$ cat config.mk
export PLATFORM = sky130hd
export DESIGN_NAME = tppg_isqrt
export DESIGN_NICKNAME = d
export VERILOG_FILES = /design/src/rtl/tppg_pkg.sv /design/src/rtl/tppg_isqrt.sv
export SDC_FILE = /design/constraint.sdc
export NUM_CORES = 1
export LEC_CHECK = 0
export ABC_AREA = 1
export BUFFER_PORTS_ARGS = -buffer_cell sky130_fd_sc_hd__buf_2
export CAP_MARGIN = 20
export CELL_PAD_IN_SITES_DETAIL_PLACEMENT = 1
export CELL_PAD_IN_SITES_GLOBAL_PLACEMENT = 2
export CORE_UTILIZATION = 46
export CTS_BUF_LIST = sky130_fd_sc_hd__clkbuf_16
export CTS_CLUSTER_DIAMETER = 40
export CTS_CLUSTER_SIZE = 10
export DETAILED_ROUTE_END_ITERATION = 8
export PLACE_DENSITY_LB_ADDON = 0.1
export SLEW_MARGIN = 25
export SYNTH_ARGS = -nofsm -noshare
export SYNTH_HDL_FRONTEND = slang
export SYNTH_SLANG_ARGS = --single-unit
$ cat constraint.sdc
create_clock -name clk -period 8.43 [get_ports clk]
set_input_delay 0.4215 -clock clk [delete_from_list [all_inputs] [get_ports clk]]
set_output_delay 0.4215 -clock clk [all_outputs]
set_load 0.05 [all_outputs]
$ cat src/rtl/tppg_pkg.sv
// Shared constants, types and codes of the test pattern pixel generator.
`default_nettype none

package tppg_pkg;

  // Frame geometry; the ring centre sits at the middle of the frame.
  localparam int FRAME_WIDTH  = 1024;
  localparam int FRAME_HEIGHT = 768;

  localparam int COORD_W    = 10;
  localparam int LEVEL_W    = 8;
  localparam int SIZE_W     = 10;
  localparam int MODE_W     = 2;
  localparam int CFG_IDX_W  = 2;
  localparam int CFG_DATA_W = 10;

  localparam int CENTER_X  = FRAME_WIDTH / 2;
  localparam int CENTER_Y  = FRAME_HEIGHT / 2;
  localparam int COORD_MAX = (1 << COORD_W) - 1;

  // Largest distance from the centre along one axis.
  localparam int CENTER_MAX = (CENTER_X > CENTER_Y) ? CENTER_X : CENTER_Y;
  localparam int OFF_MAX    = (CENTER_MAX > COORD_MAX) ? CENTER_MAX : COORD_MAX;
  localparam int OFF_W      = $clog2(OFF_MAX + 1);

  // Squared radius, square root rounds and root width.
  localparam int SQ_W        = 2 * OFF_W + 1;
  localparam int ROOT_ROUNDS = (SQ_W + 1) / 2;
  localparam int ROOT_W      = ROOT_ROUNDS;
  localparam int ROOT_ACC_W  = SQ_W + 1;

  // Dividend width shared by the coordinate and radius lanes of the divider.
  localparam int DIV_W     = (ROOT_W > COORD_W) ? ROOT_W : COORD_W;
  localparam int DIV_LANES = 3;
  localparam int LANE_X    = 0;
  localparam int LANE_Y    = 1;
  localparam int LANE_R    = 2;

  localparam logic [LEVEL_W-1:0] LEVEL_HIGH = 8'd230;
  localparam logic [LEVEL_W-1:0] LEVEL_LOW  = 8'd25;

  typedef enum logic [MODE_W-1:0] {
    MODE_BLANK   = 2'd0,
    MODE_CHECKER = 2'd1,
    MODE_RINGS   = 2'd2
  } mode_t;

  typedef enum logic [CFG_IDX_W-1:0] {
    REG_MODE  = 2'd0,
    REG_BLANK = 2'd1,
    REG_CELL  = 2'd2,
    REG_RING  = 2'd3
  } cfg_reg_t;

  localparam mode_t               MODE_RESET  = MODE_BLANK;
  localparam logic [LEVEL_W-1:0]  BLANK_RESET = 8'd25;
  localparam logic [SIZE_W-1:0]   CELL_RESET  = 10'd32;
  localparam logic [SIZE_W-1:0]   RING_RESET  = 10'd32;

  // A pixel coordinate travelling down the pipeline with its valid bit.
  typedef struct packed {
    logic               valid;
    logic [COORD_W-1:0] x;
    logic [COORD_W-1:0] y;
  } pix_t;

  typedef logic [DIV_LANES-1:0][DIV_W-1:0]  div_num_t;
  typedef logic [DIV_LANES-1:0][SIZE_W-1:0] div_den_t;

endpackage

`default_nettype wire

$ cat src/rtl/tppg_isqrt.sv
// Pipelined bit-by-bit integer square root, one round per register stage.
`default_nettype none

module tppg_isqrt (
  input  wire logic                      clk,
  input  wire logic                      rst_n,
  input  wire logic                      en,
  input  wire tppg_pkg::pix_t            in_pix,
  input  wire logic [tppg_pkg::SQ_W-1:0] in_sq,
  output tppg_pkg::pix_t                 out_pix,
  output logic [tppg_pkg::ROOT_W-1:0]    out_root,
  output logic [tppg_pkg::SQ_W-1:0]      out_rem
);
  import tppg_pkg::*;

  logic [SQ_W-1:0]       v_r   [ROOT_ROUNDS];
  logic [ROOT_ACC_W-1:0] acc_r [ROOT_ROUNDS];
  pix_t                  pix_r [ROOT_ROUNDS];

  for (genvar k = 0; k < ROOT_ROUNDS; k++) begin : g_round
    localparam int SHIFT = 2 * (ROOT_ROUNDS - 1 - k);
    localparam logic [ROOT_ACC_W-1:0] BIT = {{(ROOT_ACC_W-1){1'b0}}, 1'b1} << SHIFT;

    logic [SQ_W-1:0]       v_in;
    logic [ROOT_ACC_W-1:0] acc_in;
    pix_t                  pix_in;
    logic [ROOT_ACC_W:0]   trial;
    logic                  take;
    logic [SQ_W-1:0]       v_nxt;
    logic [ROOT_ACC_W-1:0] acc_nxt;

    if (k == 0) begin : g_first
      assign v_in   = in_sq;
      assign acc_in = '0;
      assign pix_in = in_pix;
    end else begin : g_next
      assign v_in   = v_r[k-1];
      assign acc_in = acc_r[k-1];
      assign pix_in = pix_r[k-1];
    end

    always_comb begin
      trial   = {1'b0, acc_in} + {1'b0, BIT};
      take    = ((ROOT_ACC_W+1)'(v_in) >= trial);
      v_nxt   = take ? (v_in - trial[SQ_W-1:0]) : v_in;
      acc_nxt = take ? ((acc_in >> 1) + BIT) : (acc_in >> 1);
    end

    always_ff @(posedge clk) begin
      if (!rst_n) begin
        pix_r[k].valid <= 1'b0;
      end else if (en) begin
        pix_r[k] <= pix_in;
      end
    end

    always_ff @(posedge clk) begin
      if (en) begin
        v_r[k]   <= v_nxt;
        acc_r[k] <= acc_nxt;
      end
    end
  end

  assign out_pix  = pix_r[ROOT_ROUNDS-1];
  assign out_root = acc_r[ROOT_ROUNDS-1][ROOT_W-1:0];
  assign out_rem  = v_r[ROOT_ROUNDS-1];

endmodule

`default_nettype wire

==> flow_metrics.py <==
metrics = {
    "sta": {
        "min_period_ns": 3.18,
        "clock_skew_ns": 0.0445,
        "worst_pin_slew_ns": 1.03,
        "finalCritPeriodShare_pct": 37.8,
        "rsz0062_at_grt": "no",
        "drv_slew": 0,
        "finalHoldViolCount": 0,
        "max_freq_mhz": 314,
        "tns_ns": 0,
        "maxSlewHeadroom_pct": 31.4,
        "setup_violations": 0,
    },
    "synthesis": {
        "synth_xor_xnor_area_share_pct": 2.33,
        "yosys_warnings": 0,
        "ys_types": 44,
        "netlist_area_um2": 23000,
        "avgSynthCellArea_um2": 12.0,
        "netlist_instances": 1915,
        "synth_nets": 2035,
        "synth_mux_area_share_pct": 0,
        "yosys.area_share.simple_pct": 16.1,
        "synth_compound_area_share_pct": 3.56,
        "synth_top_family_by_area": "simple AND/OR/NAND/NOR gates",
        "ys_ff_latch": 528,
        "synth_adder_area_share_pct": 4.09,
        "synth-seq-area-share_pct": 69.0,
    },
    "cts": {
        "clkLatencyLatePin_ns": 0.62,
        "cts-htree-levels": 3,
        "cts_tree": "built",
        "cts_buffers": 82,
        "cts_sinks": 528,
        "clockBufferDepth": 3,
        "clk_pin_slew_ns": 0.05,
        "clock-root-buffer": "clkbuf_16",
    },
    "power": {
        "p_seq_share_pct": 42.0,
        "swShare_pct": 29.4,
        "power.internal_mw": 5.81,
        "p_leak_nw": 11.1,
        "power.net_switching_mw": 2.42,
        "vdd_drop_max_mv": 0.204,
        "pwr-share-comb_pct": 18.5,
        "clkPwrFrac_pct": 39.5,
        "powerDensity_nw_per_um2": 302,
    },
    "critical_path": {
        "cp_data_required_time_ns": 8.67,
        "path_class": "input pin to register",
        "critPathMaxFanout": 149,
        "crit_buf_inv": 3,
        "startpoint_type": "input pin",
        "endpoint_kind": "register",
        "crit_family": "buffers and inverters",
        "critPathArrivalTime_ns": 3.43,
        "crit_chain": "buf_8, nand2_1, inv_8, buf_4",
        "crit_path_top_delay_cell": "buf_4",
        "max_stage_delay_ns": 0.81,
    },
    "cells_and_area": {
        "drive_gt1_share_pct": 15.5,
        "diodes": 0,
        "final_common_cell": "edfxtp_1",
        "instances_no_fill": 2841,
        "utilization_pct": 55.7,
        "most-common-layout-cells": "527 x edfxtp_1, 449 x nand2_1, 251 x inv_1",
        "nFillCells": 5077,
        "syn_to_final_growth_pct": 18.9,
        "nets": 2247,
    },
    "place": {
        "place.gp.congestion": 0.856,
        "hpwl_um": 33800,
        "portBuffers": 97,
        "dp.cells": 2666,
    },
    "die": {
        "die_h_um": 225,
        "io-pin-count": 98,
        "coreArea_um2": 49100,
        "die_area_um2": 50800,
        "start_util_pct": 46.8,
        "die_w_um": 225,
        "rows": 81,
    },
    "grt": {
        "grt_usage_pct": 20.0,
        "grt_max_degree": 169,
        "grt_pass1_wl_um": 78200,
        "grt_pass1_vias": 15200,
        "overflow": 0,
        "antenna_found_initial": 0,
    },
    "detailed_routing": {
        "vias": 14000,
        "drtAntennaViolNets": 0,
        "routed_wirelength_um": 49100,
        "wl_per_cell_um": 17.3,
        "drcViolationCount": 0,
        "drtPass1Iterations": 4,
        "via_per_inst": 4.93,
        "drt_iter0_markers": 581,
    },
    "run_status": {
        "status": "finished clean",
    },
    "hold_path": {
        "hold_path_class": "input pin to register",
    },
    "job": {
        "maxCapViolCount": 0,
    },
}
## worst register-to-register path, cell delays in order, from the launching register on
cell and delay, ns:
edfxtp_1 0.37, inv_1 0.06, ha_1 0.36, o21ai_1 0.11
nand2_1 0.14, nand2_1 0.09, nand2_1 0.08, nand2_1 0.10
nand3_2 0.32, inv_2 0.45, o21ai_0 0.15
## area by class of cell
type | instances | area [µm²] | share of cell area, %
clock inverter | 52 | 638 | 2.34
multi-input combinational | 1107 | 5980 | 21.9
inverter | 268 | 1020 | 3.73
tap | 664 | 831 | 3.04
timing repair buffer | 140 | 933 | 3.42
sequential | 528 | 15800 | 58.0
clock buffer | 82 | 2050 | 7.52
## state kept, by name (all words and copies together), names as in the netlist
name   count
acc_r     66
pix_r    231
v_r      231
## kinds of logic (layout without fill, tap and decap cells)
logic type / count (synthesis) / in the layout
adder cells (fa/ha/maj): 75 / 75
other: 1 / 1
AND/OR/NAND/NOR: 839 / 839
flip-flops: 528 / 528
AO/OA/AOI/OAI: 131 / 131
XOR/XNOR: 61 / 61
buffers and inverters: 280 / 542
## through the flow
step | setup WS, ns | total power [mW] | hold WS (ns) | instance area [µm²]
detailed placement | 4.52 | 5.02 | 0.406 | 24200
floorplan | 3.13 | 4.58 | 0.400 | 23000
global placement | 4.65 | 4.98 | 0.400 | 24200
finish | 5.25 | 8.23 | 0.0998 | 27300
CTS | 5.20 | 8.32 | 0.0638 | 27300
global route | 4.96 | 8.63 | 0.0865 | 27300
## synthesized netlist by cell type, drive strengths merged
library cell | number | area, µm²
nand3 | 112 | 596
or2 | 5 | 31.3
dfxtp | 1 | 20.0
edfxtp | 527 | 15800
xnor2 | 25 | 219
a21oi | 55 | 347
o211ai | 3 | 22.5
nor3 | 25 | 130
a21boi | 2 | 15.0
xor2 | 36 | 315
nor4 | 10 | 62.6
and2 | 1 | 6.26
nor3b | 2 | 15.0
buf | 9 | 101
nand4 | 29 | 181
and3 | 2 | 12.5
o21bai | 6 | 45.0
clkbuf | 3 | 11.3
o21ai | 60 | 353
nand2 | 480 | 1900
nor2 | 165 | 698
ha | 75 | 938
conb | 1 | 3.75
a31oi | 2 | 12.5
a21o | 3 | 22.5
nand3b | 8 | 60.1
inv | 268 | 1010
## power by group through the flow
stage | sequential, mW | combinational [mW] | clock [mW]
2_1_floorplan | 3.53 | 1.05 | 0
3_3_place_gp | 3.49 | 1.48 | 0
3_5_place_dp | 3.51 | 1.52 | 0
4_1_cts | 3.46 | 1.54 | 3.31
5_1_grt | 3.49 | 1.73 | 3.41
6_report | 3.46 | 1.52 | 3.25
## what timing repair did
item,4_1_cts,5_1_grt
buffers inserted,0,0
resized for setup,0,0
endpoints found under the hold margin,41,0
hold buffers,41,0
## layer usage
metal / routed length (µm) / track usage [%] / vias up
met5: 0 / 0 / -
met4: 1200 / 6.23 / 0
met3: 1370 / 3.61 / 86
met2: 26900 / 38.2 / 210
met1: 19600 / 22.2 / 6747
li1: - / - / 6952
## path summary, 6_finish.rpt
kind | slack, ns | end | depth (start not counted) | start
max | 5.25 | pix_r[6][16]$_DFFE_PP_ | 4 | en
max reg2reg | 5.92 | v_r[9][4]$_DFFE_PP_ | 10 | acc_r[8][4]$_DFFE_PP_
min reg2reg | 0.41 | pix_r[10][6]$_DFFE_PP_ | 0 | pix_r[9][6]$_DFFE_PP_
min | 0.1 | pix_r[0][20]$_DFFE_PP_ | 3 | in_pix[20]
Power figures use the tool's default switching activity.
